===== config.mk =====
export PLATFORM = sky130hd
export DESIGN_NAME = table_driven_lexer
export DESIGN_NICKNAME = d
export VERILOG_FILES = /design/src/hdl/tdl_pkg.sv /design/src/hdl/table_driven_lexer.sv /design/src/hdl/tdl_kw_match.sv /design/src/hdl/tdl_scan.sv
export SDC_FILE = /design/constraint.sdc
export NUM_CORES = 1
export LEC_CHECK = 0
export BUFFER_PORTS_ARGS = -buffer_cell sky130_fd_sc_hd__buf_2
export CAP_MARGIN = 10
export CORE_AREA = 4 4 135 137
export DETAILED_ROUTE_END_ITERATION = 12
export DIE_AREA = 0 0 139 141
export PLACE_DENSITY = 0.65
export SKIP_LAST_GASP = 1
export SLEW_MARGIN = 20
export SYNTH_ARGS = -nofsm -noshare
export SYNTH_HDL_FRONTEND = slang
export SYNTH_HIERARCHICAL = 1
export SYNTH_SLANG_ARGS = --single-unit
export TNS_END_PERCENT = 20

===== constraint.sdc =====
create_clock -name clk -period 4.7 [get_ports clk]
set_input_delay 0.705 -clock clk [delete_from_list [all_inputs] [get_ports clk]]
set_output_delay 0.705 -clock clk [all_outputs]
set_load 0.03 [all_outputs]

===== src/hdl/tdl_pkg.sv =====
// shared types, token codes and keyword table for the table-driven lexer
package tdl_pkg;

	// field widths
	localparam int CHAR_W = 8;
	localparam int KIND_W = 6;
	localparam int ERR_W  = 2;
	localparam int LINE_W = 16;
	localparam int LEN_W  = 6;
	localparam int OUT_W  = 32;

	// defaults for top-level parameters and register reset
	localparam int KEYWORD_CHARS_DEF = 10;
	localparam int LINE_BITS_DEF     = 16;
	localparam logic [LEN_W-1:0] MAX_LEN_RESET = 6'd30;

	// token codes
	localparam logic [KIND_W-1:0] K_ADD      = 6'd0;
	localparam logic [KIND_W-1:0] K_SUB      = 6'd1;
	localparam logic [KIND_W-1:0] K_MUL      = 6'd2;
	localparam logic [KIND_W-1:0] K_DIV      = 6'd3;
	localparam logic [KIND_W-1:0] K_ASSIGN   = 6'd4;
	localparam logic [KIND_W-1:0] K_EQUAL    = 6'd5;
	localparam logic [KIND_W-1:0] K_LT       = 6'd6;
	localparam logic [KIND_W-1:0] K_GT       = 6'd7;
	localparam logic [KIND_W-1:0] K_GE       = 6'd8;
	localparam logic [KIND_W-1:0] K_LE       = 6'd9;
	localparam logic [KIND_W-1:0] K_COLON    = 6'd10;
	localparam logic [KIND_W-1:0] K_NE       = 6'd11;
	localparam logic [KIND_W-1:0] K_SEMI     = 6'd12;
	localparam logic [KIND_W-1:0] K_LPAREN   = 6'd13;
	localparam logic [KIND_W-1:0] K_RPAREN   = 6'd14;
	localparam logic [KIND_W-1:0] K_COMMA    = 6'd15;
	localparam logic [KIND_W-1:0] K_CONCAT   = 6'd16;
	localparam logic [KIND_W-1:0] K_NOT      = 6'd17;
	localparam logic [KIND_W-1:0] K_LBRACE   = 6'd18;
	localparam logic [KIND_W-1:0] K_RBRACE   = 6'd19;
	localparam logic [KIND_W-1:0] K_IDENT    = 6'd20;
	localparam logic [KIND_W-1:0] K_CONST    = 6'd21;
	localparam logic [KIND_W-1:0] K_STRING   = 6'd22;
	localparam logic [KIND_W-1:0] K_KEYWORD0 = 6'd23;

	// error codes
	localparam logic [ERR_W-1:0] ERR_NONE  = 2'd0;
	localparam logic [ERR_W-1:0] ERR_CHAR  = 2'd1;
	localparam logic [ERR_W-1:0] ERR_IDENT = 2'd2;
	localparam logic [ERR_W-1:0] ERR_STR   = 2'd3;

	// keyword table, zero padded to the longest keyword
	localparam int KW_COUNT = 12;
	localparam int KW_MAX   = 10;

	localparam logic [LEN_W-1:0] KW_LEN [KW_COUNT] = '{
		6'd5, 6'd2, 6'd5, 6'd7, 6'd10, 6'd4, 6'd3, 6'd6, 6'd4, 6'd4, 6'd3, 6'd2
	};

	localparam logic [CHAR_W-1:0] KW_TEXT [KW_COUNT][KW_MAX] = '{
		'{"w", "h", "i", "l", "e", 8'h00, 8'h00, 8'h00, 8'h00, 8'h00},
		'{"i", "f", 8'h00, 8'h00, 8'h00, 8'h00, 8'h00, 8'h00, 8'h00, 8'h00},
		'{"c", "o", "n", "s", "t", 8'h00, 8'h00, 8'h00, 8'h00, 8'h00},
		'{"d", "e", "c", "l", "a", "r", "e", 8'h00, 8'h00, 8'h00},
		'{"e", "n", "d", "d", "e", "c", "l", "a", "r", "e"},
		'{"r", "e", "a", "l", 8'h00, 8'h00, 8'h00, 8'h00, 8'h00, 8'h00},
		'{"i", "n", "t", 8'h00, 8'h00, 8'h00, 8'h00, 8'h00, 8'h00, 8'h00},
		'{"s", "t", "r", "i", "n", "g", 8'h00, 8'h00, 8'h00, 8'h00},
		'{"m", "a", "i", "n", 8'h00, 8'h00, 8'h00, 8'h00, 8'h00, 8'h00},
		'{"e", "l", "s", "e", 8'h00, 8'h00, 8'h00, 8'h00, 8'h00, 8'h00},
		'{"a", "n", "d", 8'h00, 8'h00, 8'h00, 8'h00, 8'h00, 8'h00, 8'h00},
		'{"o", "r", 8'h00, 8'h00, 8'h00, 8'h00, 8'h00, 8'h00, 8'h00, 8'h00}
	};

	// one scan result, from the scanner to the result register
	typedef struct packed {
		logic                hit;
		logic                tok;
		logic [KIND_W-1:0]   kind;
		logic [ERR_W-1:0]    err;
		logic [LINE_W-1:0]   line;
		logic [LEN_W-1:0]    len;
	} tdl_res_t;

endpackage


===== src/hdl/table_driven_lexer.sv =====
// top level of the table-driven lexer: stream ports, input and result registers
// The lexer takes one source byte per clock and turns the stream into operator,
// identifier, constant, string and keyword tokens, skipping blanks and double-minus
// comments. A request is taken in every cycle the result side keeps up; a byte is
// held in the input register until the scanner steps on it, and its result, if any,
// is then loaded into the result register. The scanner state register is the only
// loop in the data path, so the rate is one byte per clock; only a stalled result
// register holds the input side back. Most tokens are reported when the byte after
// them arrives; an end marker (tlast) flushes the pending token. After any error
// result the block stays silent until reset. max_name_length is to be written
// through the cfg channel while the block is idle; the block does not enforce this.
module table_driven_lexer #(
	parameter int KEYWORD_CHARS = tdl_pkg::KEYWORD_CHARS_DEF,
	parameter int LINE_BITS     = tdl_pkg::LINE_BITS_DEF
) (
	input  logic                       clk,
	input  logic                       arst_n,
	// source bytes
	input  logic                       s_tvalid,
	output logic                       s_tready,
	input  logic [tdl_pkg::CHAR_W-1:0] s_tdata,   // char_in
	input  logic                       s_tlast,   // is_end
	// results
	output logic                       m_tvalid,
	input  logic                       m_tready,
	output logic [tdl_pkg::OUT_W-1:0]  m_tdata,   // token_kind, error_code, line_number,
	                                              // lexeme_length, zero fill
	output logic                       m_tuser,   // token_valid
	// length limit register
	input  logic                       cfg_valid,
	output logic                       cfg_ready,
	input  logic [tdl_pkg::LEN_W-1:0]  cfg_data   // max_name_length
);
	import tdl_pkg::*;

	logic              v_s1;
	logic [CHAR_W-1:0] char_s1;
	logic              end_s1;
	logic              out_valid_q;
	tdl_res_t          res_q;
	tdl_res_t          res;
	logic [LEN_W-1:0]  max_len_q;
	logic              out_free, step, take;

	assign out_free  = !out_valid_q || m_tready;
	assign step      = v_s1 && out_free;
	assign s_tready  = !v_s1 || out_free;
	assign take      = s_tvalid && s_tready;
	assign cfg_ready = 1'b1;

	// scanner
	tdl_scan #(
		.KEYWORD_CHARS(KEYWORD_CHARS),
		.LINE_BITS    (LINE_BITS)
	) u_scan (
		.clk            (clk),
		.arst_n         (arst_n),
		.step           (step),
		.char_in        (char_s1),
		.is_end         (end_s1),
		.max_name_length(max_len_q),
		.res            (res)
	);

	// control: stage valid, result valid, length limit
	always_ff @(posedge clk or negedge arst_n) begin
		if (!arst_n) begin
			v_s1        <= 1'b0;
			out_valid_q <= 1'b0;
			max_len_q   <= MAX_LEN_RESET;
		end else begin
			if (take) begin
				v_s1 <= 1'b1;
			end else if (step) begin
				v_s1 <= 1'b0;
			end
			if (step && res.hit) begin
				out_valid_q <= 1'b1;
			end else if (m_tready) begin
				out_valid_q <= 1'b0;
			end
			if (cfg_valid && cfg_ready) begin
				max_len_q <= cfg_data;
			end
		end
	end

	// payload registers
	always_ff @(posedge clk) begin
		if (take) begin
			char_s1 <= s_tdata;
			end_s1  <= s_tlast;
		end
		if (step && res.hit) begin
			res_q <= res;
		end
	end

	assign m_tvalid = out_valid_q;
	assign m_tuser  = res_q.tok;
	assign m_tdata  = {2'b00, res_q.len, res_q.line, res_q.err, res_q.kind};

	// a result always carries a token or an error
	a_result_nonempty: assert property (@(posedge clk) disable iff (!arst_n)
		m_tvalid |-> (m_tuser || (m_tdata[7:6] != ERR_NONE)))
		else $error("result with neither token nor error");

	// no token means zero kind and zero length
	a_empty_fields: assert property (@(posedge clk) disable iff (!arst_n)
		(m_tvalid && !m_tuser) |-> ((m_tdata[5:0] == '0) && (m_tdata[29:24] == '0)))
		else $error("kind or length set without a token");

	// an error silences the block
	a_error_sticky: assert property (@(posedge clk) disable iff (!arst_n)
		(m_tvalid && m_tready && (m_tdata[7:6] != ERR_NONE)) |=> !m_tvalid)
		else $error("result after an error");

endmodule


===== src/hdl/tdl_kw_match.sv =====
// parallel compare of the stored identifier head against the keyword table
module tdl_kw_match #(
	parameter int KEYWORD_CHARS = tdl_pkg::KEYWORD_CHARS_DEF
) (
	input  logic [tdl_pkg::CHAR_W-1:0] name_bytes [KEYWORD_CHARS],
	input  logic [tdl_pkg::LEN_W-1:0]  name_length,
	output logic                       hit,
	output logic [tdl_pkg::KIND_W-1:0] kind
);
	import tdl_pkg::*;

	logic [KW_COUNT-1:0] match;

	// one comparator row per keyword, bytes past its length ignored
	always_comb begin
		for (int i = 0; i < KW_COUNT; i++) begin
			match[i] = (name_length == KW_LEN[i]);
			for (int j = 0; j < KW_MAX; j++) begin
				if ((j < int'(KW_LEN[i])) && (name_bytes[j] != KW_TEXT[i][j])) begin
					match[i] = 1'b0;
				end
			end
		end
	end

	// keywords are distinct, so at most one row matches
	always_comb begin
		hit  = |match;
		kind = K_IDENT;
		for (int i = 0; i < KW_COUNT; i++) begin
			if (match[i]) begin
				kind = K_KEYWORD0 + KIND_W'(i);
			end
		end
	end

endmodule


===== src/hdl/tdl_scan.sv =====
// character-class automaton: scan state, counters and one-byte step logic
module tdl_scan #(
	parameter int KEYWORD_CHARS = tdl_pkg::KEYWORD_CHARS_DEF,
	parameter int LINE_BITS     = tdl_pkg::LINE_BITS_DEF
) (
	input  logic                       clk,
	input  logic                       arst_n,
	input  logic                       step,
	input  logic [tdl_pkg::CHAR_W-1:0] char_in,
	input  logic                       is_end,
	input  logic [tdl_pkg::LEN_W-1:0]  max_name_length,
	output tdl_pkg::tdl_res_t          res
);
	import tdl_pkg::*;

	localparam int IDX_W = $clog2(KEYWORD_CHARS);

	typedef enum logic [3:0] {
		ST_START, ST_IDENT, ST_INT, ST_FRAC, ST_STR, ST_STR_DONE, ST_DONE,
		ST_PLUS, ST_EQ, ST_LT, ST_GT, ST_BANG, ST_MINUS, ST_COMMENT, ST_DASH
	} state_t;

	state_t               state_q, state_d, cur;
	logic [KIND_W-1:0]    kind_q, kind_d;
	logic [LEN_W-1:0]     len_q, len_d;
	logic [LINE_BITS-1:0] line_q, line_d;
	logic                 err_q, err_d;
	logic [CHAR_W-1:0]    name_q [KEYWORD_CHARS];

	logic                 letter, digit, ends, has_tok, emit;
	logic [ERR_W-1:0]     err;
	logic [LEN_W:0]       len_next;
	logic [LEN_W-1:0]     len_sat;
	logic                 nb_we;
	logic [IDX_W-1:0]     nb_idx;
	logic                 kw_hit;
	logic [KIND_W-1:0]    kw_kind, final_kind;
	logic [LINE_BITS+LINE_W-1:0] line_ext;

	// keyword lookup on the stored identifier head
	tdl_kw_match #(
		.KEYWORD_CHARS(KEYWORD_CHARS)
	) u_kw (
		.name_bytes (name_q),
		.name_length(len_q),
		.hit        (kw_hit),
		.kind       (kw_kind)
	);

	assign final_kind = ((kind_q == K_IDENT) && kw_hit) ? kw_kind : kind_q;

	// character classes
	assign letter = (char_in inside {[8'h61:8'h7a], [8'h41:8'h5a]});
	assign digit  = (char_in inside {[8'h30:8'h39]});

	// does this byte close the pending token
	always_comb begin
		case (state_q)
			ST_IDENT:                    ends = !(letter || digit);
			ST_INT:                      ends = !(digit || (char_in == "."));
			ST_FRAC:                     ends = !digit;
			ST_STR_DONE, ST_DONE:        ends = 1'b1;
			ST_PLUS:                     ends = (char_in != "+");
			ST_EQ, ST_LT, ST_GT, ST_BANG: ends = (char_in != "=");
			ST_MINUS:                    ends = (char_in != "-");
			default:                     ends = 1'b0;
		endcase
	end

	assign has_tok  = !(state_q inside {ST_START, ST_COMMENT, ST_DASH});
	assign len_next = {1'b0, len_q} + 7'd1;
	assign len_sat  = (len_q == '1) ? len_q : len_next[LEN_W-1:0];

	// next state for one byte or an end marker
	always_comb begin
		state_d = state_q;
		kind_d  = kind_q;
		len_d   = len_q;
		line_d  = line_q;
		err_d   = err_q;
		emit    = 1'b0;
		err     = ERR_NONE;
		nb_we   = 1'b0;
		nb_idx  = len_q[IDX_W-1:0];
		cur     = state_q;
		if (!err_q) begin
			if (is_end) begin
				emit    = has_tok;
				state_d = ST_START;
			end else begin
				if (ends) begin
					emit = 1'b1;
					cur  = ST_START;
				end
				state_d = cur;
				case (cur)
					ST_START: begin
						if (letter) begin
							state_d = ST_IDENT;
							kind_d  = K_IDENT;
							len_d   = 6'd1;
							nb_we   = 1'b1;
							nb_idx  = '0;
						end else if (digit) begin
							state_d = ST_INT;
							kind_d  = K_CONST;
							len_d   = 6'd1;
						end else begin
							len_d = 6'd1;
							case (char_in)
								"\"": begin state_d = ST_STR;   kind_d = K_STRING; end
								"+":  begin state_d = ST_PLUS;  kind_d = K_ADD;    end
								"-":  begin state_d = ST_MINUS; kind_d = K_SUB;    end
								"*":  begin state_d = ST_DONE;  kind_d = K_MUL;    end
								"/":  begin state_d = ST_DONE;  kind_d = K_DIV;    end
								"=":  begin state_d = ST_EQ;    kind_d = K_ASSIGN; end
								"<":  begin state_d = ST_LT;    kind_d = K_LT;     end
								">":  begin state_d = ST_GT;    kind_d = K_GT;     end
								":":  begin state_d = ST_DONE;  kind_d = K_COLON;  end
								"!":  begin state_d = ST_BANG;  kind_d = K_NOT;    end
								";":  begin state_d = ST_DONE;  kind_d = K_SEMI;   end
								"(":  begin state_d = ST_DONE;  kind_d = K_LPAREN; end
								")":  begin state_d = ST_DONE;  kind_d = K_RPAREN; end
								",":  begin state_d = ST_DONE;  kind_d = K_COMMA;  end
								"{":  begin state_d = ST_DONE;  kind_d = K_LBRACE; end
								"}":  begin state_d = ST_DONE;  kind_d = K_RBRACE; end
								"?", "\t", " ": begin
									len_d = len_q;
								end
								"\n": begin
									len_d = len_q;
									if (line_q != '1) begin
										line_d = line_q + 1'b1;
									end
								end
								default: begin
									len_d = len_q;
									err   = ERR_CHAR;
								end
							endcase
						end
					end
					ST_IDENT: begin
						if (len_next > {1'b0, max_name_length}) begin
							err = ERR_IDENT;
						end else begin
							if (len_q < LEN_W'(KEYWORD_CHARS)) begin
								nb_we = 1'b1;
							end
							len_d = len_next[LEN_W-1:0];
						end
					end
					ST_INT: begin
						if (char_in == ".") begin
							state_d = ST_FRAC;
						end
						len_d = len_sat;
					end
					ST_FRAC: begin
						len_d = len_sat;
					end
					ST_STR: begin
						if (char_in == "\"") begin
							state_d = ST_STR_DONE;
						end else if (len_next > {1'b0, max_name_length}) begin
							err = ERR_STR;
						end else begin
							len_d = len_next[LEN_W-1:0];
						end
					end
					ST_PLUS: begin state_d = ST_DONE; kind_d = K_CONCAT; len_d = 6'd2; end
					ST_EQ:   begin state_d = ST_DONE; kind_d = K_EQUAL;  len_d = 6'd2; end
					ST_LT:   begin state_d = ST_DONE; kind_d = K_LE;     len_d = 6'd2; end
					ST_GT:   begin state_d = ST_DONE; kind_d = K_GE;     len_d = 6'd2; end
					ST_BANG: begin state_d = ST_DONE; kind_d = K_NE;     len_d = 6'd2; end
					ST_MINUS: state_d = ST_COMMENT;
					ST_COMMENT: begin
						if (char_in == "-") begin
							state_d = ST_DASH;
						end
					end
					ST_DASH: state_d = (char_in == "-") ? ST_COMMENT : ST_START;
					default: state_d = ST_START;
				endcase
				if (err != ERR_NONE) begin
					err_d   = 1'b1;
					state_d = ST_START;
				end
			end
		end
	end

	// low bits of the line counter, zero extended when it is narrow
	assign line_ext = (LINE_BITS + LINE_W)'(line_q);

	// result of this step
	always_comb begin
		res.hit  = emit || (err != ERR_NONE);
		res.tok  = emit;
		res.kind = emit ? final_kind : '0;
		res.err  = err;
		res.line = line_ext[LINE_W-1:0];
		res.len  = emit ? len_q : '0;
	end

	// scanner state
	always_ff @(posedge clk or negedge arst_n) begin
		if (!arst_n) begin
			state_q <= ST_START;
			kind_q  <= '0;
			len_q   <= '0;
			line_q  <= LINE_BITS'(1);
			err_q   <= 1'b0;
		end else if (step) begin
			state_q <= state_d;
			kind_q  <= kind_d;
			len_q   <= len_d;
			line_q  <= line_d;
			err_q   <= err_d;
		end
	end

	// identifier head bytes
	always_ff @(posedge clk) begin
		if (step && nb_we) begin
			name_q[nb_idx] <= char_in;
		end
	end

endmodule


==> results summary, run 1 <==
In the final routed layout, each cell accounts on average for 20.6 µm. CTS saw 160 sinks. The total wirelength of the detailed-routed design came out at 21000 µm.

The x dimension of the die came out at 139 µm. Between clock sinks in the finished design, the worst skew comes to 0.00960 ns. Setup repair after global routing left no endpoint under its margin. The sequential cell area fraction in the yosys report came out at 0.553. The sum of negative setup slack is 0 ns. The worst-case setup margin in the final layout is 0.786 ns.

The total number of nets in the final design is 809. The power density over the cells is 314 nW/µm². Power comes to 0.00296 W.

The proportion of netlist area held by the largest area contributor is 0.432. The final count of pins violating max slew was 0. The initial utilization of the core area, before any placement, comes to 0.489. The antenna violation net count after detailed routing came out at 0. STA classifies the critical path startpoint as a register. The number of setup buffers added after CTS is 0. The data arrival time of the critical path came out at 3.96 ns. The cell taking the most area after synthesis is sky130_fd_sc_hd__edfxtp_1. The number of distinct library cells after synthesis came out at 101. The count of mapped cells out of synthesis came out at 721.

The first global-routing pass estimated 33700 µm of wire. The maximum clock frequency is 0.256 GHz. The count of instances resized after the clock tree is built came out at 0.

The total global routing overflow came out at 0. The total number of H-tree levels came out at 4. For this design the top-level I/O count stands at 56. The total of max-cap violations is 0. The post-route DRC violation count is 0. The largest net degree at the start of global routing came out at 41. The share of the clock period used by the worst path is 0.833.

The post-place setup slack came out at 0.828 ns. The capturing element type of the critical path is a register. Registers take 4610 µm². In this run the mean area of a mapped cell was 11.6 µm². Yosys printed 6 warnings.

The tightest slew margin relative to the limit is 0.357. The clock reaches the later pin of the worst-skew pair after 0.42 ns. The maximum clock path buffer count is 2. The via total after detailed routing came out at 6298. The port buffer count is 52.

The total area of multi-input combinational cells is 3480 µm². The routed via count divided by cell count is 6.18. The number of filler cells placed in the layout came out at 1472. Once layout is done, the placed cells without fillers occupy 9430 µm². The tree is rooted in a sky130_fd_sc_hd__clkbuf_16.

The data required time of the worst path came out at 4.75 ns. The maximum vdd drop came out at 0.000247 V. Relative to the synthesized area, the layout overhead comes to 13.0%. TritonCTS built the clock tree. The number of global-route vias before repair is 6212.

In the final layout, the share of cells above drive strength 1 is 0.202. The initial antenna violation count came out at 0. For this run, the detailed router's first-pass iteration total came to 5. Yosys mapped a number of flops with a built-in enable equal to 120. The area of placed instances came out at 8870 µm². The time the final worst path needs with I/O delays and setup is 3.91 ns. The maximum cell stage delay along the critical path is 0.68 ns. The number of endpoints with negative hold slack in the final report is 0. The total global-route track usage came out at 0.216. The total of endpoints with negative setup slack in the final report is 0.

Row generation in the floorplan step produced 48 rows. The number of buffers created by CTS came out at 17. The combined area of all synthesized cells came out at 8340 µm². The path type of the worst setup path is register to register.

In this run the worst hold path is classified as primary input to asynchronous set/reset pin. The starting DRC count in detailed routing is 589. Traced cell by cell, the critical path runs through ha_1 > nand3_1 > xnor2_1 > ha_1 > nand2_1 > mux2i_1 > a21oi_1 > nor4b_2 > nand2_1 > or3_1 > nor2_1. The share of synthesized registers carrying an async set or reset came out at 0.250. The largest individual stage delay along the critical path comes from the cell sky130_fd_sc_hd__dfrtp_1. The final weighted congestion of routability-driven global placement came out at 0.953. The post-CTS clock slew at the launch and capture registers of the worst setup and hold paths came out at 0.06 ns. The die area is 19600 µm². The core area came out at 17100 µm². Of all nets on the critical path, the largest fanout is 17. Summed over all nets, the half-perimeter wirelength after detailed placement is 15200 µm.

At the pin with the least slew margin, the transition time is 0.964 ns. The leakage component of the power came out at 3.40 nW. For this run, the leading register cell type out of synthesis is sky130_fd_sc_hd__edfxtp_1. The number of synthesized register bits came out at 160.

Ranked by total cell area, the synthesized netlist is headed by sky130_fd_sc_hd__edfxtp_1, sky130_fd_sc_hd__dfrtp_1, sky130_fd_sc_hd__nand2_1. The vertical extent of the die is 141 µm. Buffers inserted to repair hold after CTS numbered 0. The count of antenna diodes in the layout is 0. The run finished with clean final reports.
cell usage after synthesis, types with 5 or more instances:
library cell                 n
sky130_fd_sc_hd__edfxtp_1  120
sky130_fd_sc_hd__nand2_1    67
sky130_fd_sc_hd__nor2_1     53
sky130_fd_sc_hd__dfrtp_1    35
sky130_fd_sc_hd__nand3_1    27
sky130_fd_sc_hd__inv_1      23
sky130_fd_sc_hd__a21oi_1    21
sky130_fd_sc_hd__nand2b_1   20
sky130_fd_sc_hd__nand4_1    20
sky130_fd_sc_hd__nor3_1     20
sky130_fd_sc_hd__nor4_1     18
sky130_fd_sc_hd__o21ai_0    17
sky130_fd_sc_hd__and2_1     15
sky130_fd_sc_hd__buf_2      13
sky130_fd_sc_hd__mux2_4     11
sky130_fd_sc_hd__nand4b_1   11
sky130_fd_sc_hd__nor2b_1    11
sky130_fd_sc_hd__xor2_1     11
sky130_fd_sc_hd__xnor2_1     9
sky130_fd_sc_hd__and4b_1     8
sky130_fd_sc_hd__clkbuf_1    8
sky130_fd_sc_hd__ha_1        8
sky130_fd_sc_hd__nor3b_1     7
sky130_fd_sc_hd__o21ai_1     7
sky130_fd_sc_hd__o31ai_1     7
sky130_fd_sc_hd__and3_1      6
sky130_fd_sc_hd__buf_4       6
sky130_fd_sc_hd__o211ai_1    6
sky130_fd_sc_hd__dfstp_2     5
sky130_fd_sc_hd__nor4bb_1    5
sky130_fd_sc_hd__o21a_1      5
sky130_fd_sc_hd__or3_1       5
flip-flops by register name (all words and copies together) (netlist names):
signal / flops
char_s1: 8
end_s1: 1
m_tdata: 30
m_tuser: 1
m_tvalid: 1
max_len_q: 6
u_scan/err_q: 1
u_scan/kind_q: 5
u_scan/len_q: 6
u_scan/line_q: 16
u_scan/name_q: 80
u_scan/state_q: 4
v_s1: 1
critical path, delay by kind of cell, from the launching register on:
family / cells / cell delay (ns)
simple gates: 6 / 1.71
xor+xnor: 1 / 0.25
fa+ha+maj: 2 / 0.64
flops: 1 / 0.68
compound gates: 1 / 0.09
mux: 1 / 0.18
kinds of logic (layout without fill, tap and decap cells):
| group | Yosys count | after routing | share of synthesized area |
|---|---|---|---|
| AND/OR/NAND/NOR | 329 | 329 | 0.236 |
| flip-flops | 160 | 160 | 0.553 |
| AO/OA/AOI/OAI | 130 | 130 | 0.119 |
| buffers and inverters | 55 | 127 | 0.0303 |
| XOR/XNOR | 20 | 20 | 0.0210 |
| multiplexers | 17 | 17 | 0.0275 |
| adder cells (fa/ha/maj) | 8 | 8 | 0.0120 |
| other | 2 | 3 | 0.000900 |
stage by stage:
step	std cells	utilization	hold slack (ns)
4_1_cts	1019	0.553	0.440
3_5_place_dp	987	0.520	0.450
6_report	1019	0.553	0.438
3_3_place_gp	987	0.520	0.436
2_1_floorplan	722	-	0.409
5_1_grt	1019	0.553	0.440
per-layer routing:
layer | up-vias | routed length [µm] | GRT usage | part of all wire
met5 | - | 0 | 0 | 0
met1 | 3075 | 9210 | 0.294 | 0.44
met3 | 43 | 1450 | 0.0431 | 0.069
met4 | 0 | 547 | 0.0881 | 0.026
li1 | 2888 | - | - | -
met2 | 292 | 9750 | 0.343 | 0.47
final cells by class:
cell class / count / share of cell area
Inverter: 24 / 0.00956
Clock buffer: 20 / 0.0486
Timing Repair Buffer: 71 / 0.0427
Clock inverter: 12 / 0.0107
Sequential cell: 160 / 0.489
Multi-Input combinational cell: 507 / 0.369
Tap cell: 225 / 0.0299
layout by cell type, fill, tap and decap left out, types with 7 or more instances in the layout:
| master | count |
|---|---|
| sky130_fd_sc_hd__a21oi_1 | 21 |
| sky130_fd_sc_hd__and2_1 | 15 |
| sky130_fd_sc_hd__and4b_1 | 8 |
| sky130_fd_sc_hd__buf_2 | 52 |
| sky130_fd_sc_hd__buf_4 | 19 |
| sky130_fd_sc_hd__clkbuf_16 | 18 |
| sky130_fd_sc_hd__dfrtp_1 | 35 |
| sky130_fd_sc_hd__edfxtp_1 | 120 |
| sky130_fd_sc_hd__ha_1 | 8 |
| sky130_fd_sc_hd__inv_1 | 23 |
| sky130_fd_sc_hd__mux2_4 | 11 |
| sky130_fd_sc_hd__nand2_1 | 67 |
| sky130_fd_sc_hd__nand2b_1 | 20 |
| sky130_fd_sc_hd__nand3_1 | 27 |
| sky130_fd_sc_hd__nand4_1 | 20 |
| sky130_fd_sc_hd__nand4b_1 | 11 |
| sky130_fd_sc_hd__nor2_1 | 53 |
| sky130_fd_sc_hd__nor2b_1 | 10 |
| sky130_fd_sc_hd__nor3_1 | 20 |
| sky130_fd_sc_hd__nor3b_1 | 7 |
| sky130_fd_sc_hd__nor4_1 | 18 |
| sky130_fd_sc_hd__o21ai_0 | 17 |
| sky130_fd_sc_hd__o21ai_1 | 7 |
| sky130_fd_sc_hd__o31ai_1 | 7 |
| sky130_fd_sc_hd__xnor2_1 | 9 |
| sky130_fd_sc_hd__xor2_1 | 11 |
power breakdown:
group,total (W),internal (W),switching (W),leakage (nW)
Sequential,0.00156,0.00153,0.0000266,1.54
Combinational,0.000129,0.0000503,0.0000787,1.60
Clock,0.00128,0.000717,0.000559,0.257
worst paths after layout:
kind                                           to  slack [ns]         startpoint  depth (start not counted)
worst max-delay path            u_scan/name_q[18]        0.79    u_scan/len_q[0]                         11
worst min-delay path            u_scan/line_q[13]        0.44             arst_n                          1
worst max register to register  u_scan/name_q[18]        0.79    u_scan/len_q[0]                         11
worst min register to register        m_tdata[23]        0.46  u_scan/line_q[15]                          0
max in group asynchronous         u_scan/len_q[1]        3.66             arst_n                          1
min in group clk                       char_s1[7]        0.46         s_tdata[7]                          1
(Power assumes the default switching activity.)
==> run 2: changes to the inputs <==
PLACE_DENSITY = 0.67   (was 0.65)
clock period = 3.13 ns   (was 4.7 ns; I/O delays follow)
==> run 2 against run 1 <==
  * Via count increased by 2.2%
  * Largest cell class unchanged
  * Total power increased by 61%
  * Critical path depth increased by 1
  * Critical path type unchanged
  * Clock skew increased by 0.0050 ns
==> results summary, run 2 (synthesis results as in run 1) <==
The flow ran to the end, and the final reports show no timing, DRC or antenna violations. The sequential share of power came out at 0.487 (-0.039). The tightest slew margin relative to the limit is 0.357 (-0.000444). The post-CTS clock slew at the launch and capture registers of the worst setup and hold paths came out at 0.07 ns (about the same). The via total after detailed routing is 6434 (+2.2%). The number of detailed-routing iterations run before antenna repair is 5 (unchanged).

The starting utilization of the core area is 0.489 (unchanged). The slowest stage of the critical path is the sky130_fd_sc_hd__or3_4 cell. Setup repair after global routing could not meet its margin everywhere. The power density over the cells came to 478 nW/µm² (+52%).

The largest net degree at the start of global routing came out at 41 (unchanged). The total wirelength of the detailed-routed design came out at 21900 µm (+4.4%). The total of endpoints with negative setup slack in the final report was 0 (unchanged). The number of buffers created by CTS came out at 17 (unchanged). The total global-route track usage came to 0.227 (+0.0109). The min-delay analysis places its worst path in the category primary input to asynchronous set/reset pin. The total global routing overflow is 0 (unchanged).

The final count of pins violating max slew is 0 (unchanged). The die area is 19600 µm² (unchanged). The total number of nets in the final design came out at 853 (+5.4%). The worst-case setup margin in the final layout came out at 0.139 ns (-0.647 ns). The x dimension of the die is 139 µm (unchanged).

The port buffer count came out at 52 (unchanged). The maximum cell stage delay along the critical path is 0.38 ns (-0.30 ns). The clock skew came out at 0.0146 ns (+0.00497 ns).

The time the final worst path needs with I/O delays and setup came out at 2.99 ns (-0.923 ns). The initial antenna violation count was 0 (unchanged). The starting DRC count in detailed routing came out at 617 (+4.8%). The number of global-route vias before repair came out at 6414 (+3.3%).

The total of max-cap violations was 0 (unchanged). The routed wire length per instance is 20.6 µm (about the same). The antenna violation net count after detailed routing is 0 (unchanged).

The data arrival time of the critical path came out at 3.12 ns (-0.84 ns). The leakage component of the power came out at 3.71 nW (+9.2%). The final weighted congestion of routability-driven global placement came out at 0.950 (-0.37%). The detailed placement HPWL came out at 16000 µm (+5.1%). The number of filler cells placed in the layout is 1430 (-2.9%). The final core area utilization came out at 0.584 (+0.0314). By startpoint and endpoint, the worst setup path is classified as register to register. The count of antenna diodes in the layout came out at 0 (unchanged). The post-place setup slack is 0.162 ns (-0.665 ns). The signal on the critical path passes through and3_1 > nand3_1 > xnor2_2 > ha_1 > a21o_1 > mux2i_1 > a21oi_2 > nor4b_2 > nand2_1 > or3_4 > nor3_4 > buf_4. The number of endpoints with negative hold slack in the final report is 0 (unchanged). The routed via count divided by cell count came out at 6.05 (-2.1%). The number of core rows came out at 48 (unchanged). The worst setup path is launched from a register. In this run the clock root is driven by a sky130_fd_sc_hd__clkbuf_16. The worst-skew pair later-pin latency came out at 0.43 ns (about the same). The maximum clock path buffer count is 2 (unchanged).

The part of the total power dissipated in the clock network was 0.466 (+0.035). More flip-flops sit in one register than any other, and that register is u_scan/name_q. The area of placed instances is 9280 µm² (+4.6%). The design internal power came out at 0.00376 W (+64%). The number of I/O pins is 56 (unchanged). The clock tree from TritonCTS is done. The actual slew at the worst max-slew pin came to 0.965 ns (+0.000666 ns). The wire length of the first global-routing pass is 35100 µm (+4.2%). The clock sink count was 160 (unchanged). The maximum clock frequency came out at 0.334 GHz (+31%). The vertical extent of the die came out at 141 µm (unchanged). The growth of design area from synthesis to finish came out at 19.5%. The worst hold margin is 0.203 ns (-0.235 ns). The share of power burned in combinational logic came out at 0.047 (+0.003).

The post-route DRC violation count is 0 (unchanged). The worst setup path is captured at a register. The sum of negative setup slack came out at 0 ns (unchanged). The share of the clock period used by the worst path is 0.956 (+0.123). The switching fraction of total power came to 0.211 (-0.0127). The library cell used most frequently in the layout, excluding fill and tap cells, is sky130_fd_sc_hd__edfxtp_1. The total number of H-tree levels came out at 4 (unchanged). The biggest fanout along the worst timing path came to 8 (-9). The proportion of layout cells with a drive suffix above 1 is 0.265 (+0.0634). In the layout the commonest cells are sky130_fd_sc_hd__edfxtp_1, sky130_fd_sc_hd__nand2_1, sky130_fd_sc_hd__buf_4. The cell area after layout is 9960 µm² (+5.7%). The number of flip-flops in the largest register is 80 (unchanged). The core area came out at 17100 µm² (unchanged). The maximum vdd drop came out at 0.000403 V (+63%). The power spent charging and discharging nets was 0.00101 W (+52%). The data required time of the worst path is 3.26 ns (-1.49 ns).
[run 2: worst max-delay path: cells and delay by family (launching register included)]
| kind | cells | cell delay (ns) |
|---|---|---|
| buffers and inverters | 1 | 0.18 |
| AND/OR/NAND/NOR | 6 | 1.25 |
| AO/OA/AOI/OAI | 2 | 0.26 |
| XOR/XNOR | 1 | 0.17 |
| adder cells (fa/ha/maj) | 1 | 0.32 |
| flip-flops | 1 | 0.34 |
| multiplexers | 1 | 0.18 |
[run 2: final timing paths]
check	from	end	slack, ns	cells past startpoint
setup / recovery	u_scan/len_q[4]	u_scan/name_q[42]	0.14	12
hold / removal	arst_n	u_scan/line_q[13]	0.20	1
setup reg to reg	u_scan/len_q[4]	u_scan/name_q[42]	0.14	12
hold reg to reg	u_scan/line_q[15]	m_tdata[23]	0.48	0
max in group asynchronous	arst_n	u_scan/state_q[3]	2.27	1
min in group clk	s_tlast	end_s1	0.23	1
[run 2: power groups by stage]
| stage | registers [W] | clock network (W) | logic (W) |
|---|---|---|---|
| after floorplan | 0.00236 | 0 | 0.000136 |
| after global placement | 0.00237 | 0 | 0.000217 |
| after detailed placement | 0.00237 | 0 | 0.000221 |
| after CTS | 0.00232 | 0.00225 | 0.000222 |
| after global routing | 0.00232 | 0.00237 | 0.000245 |
| final | 0.00232 | 0.00222 | 0.000224 |
[run 2: layout make-up]
cell class | instances | area (µm²) | area share
timing repair buffer | 115 | 758 | 0.0761
clock buffer | 18 | 439 | 0.0441
sequential | 160 | 4610 | 0.463
multi-input combinational | 507 | 3580 | 0.359
clock inverter | 14 | 201 | 0.0202
inverter | 24 | 90.1 | 0.00904
tap | 225 | 282 | 0.0283
[run 2: routing by layer]
metal / routed length [µm] / track usage / vias up / share of wire
li1: - / - / 2974 / -
met1: 9700 / 0.315 / 3150 / 0.44
met2: 10300 / 0.362 / 266 / 0.47
met3: 1330 / 0.0438 / 44 / 0.061
met4: 514 / 0.0767 / 0 / 0.023
met5: 0 / 0 / - / 0
[run 2: what timing repair did]
| action | CTS | global route |
|---|---|---|
| resized for setup | 0 | 9 |
| setup endpoints to repair | 0 | 68 |
| endpoints found under the hold margin | 0 | 0 |
| setup buffers | 0 | 0 |
| hold buffers | 0 | 0 |
[run 2: stage by stage]
| step | std cells | total power (W) |
|---|---|---|
| 2_1_floorplan | 722 | 0.00249 |
| 3_3_place_gp | 1031 | 0.00258 |
| 3_5_place_dp | 1031 | 0.00259 |
| 4_1_cts | 1063 | 0.00480 |
| 5_1_grt | 1063 | 0.00494 |
| 6_report | 1063 | 0.00477 |
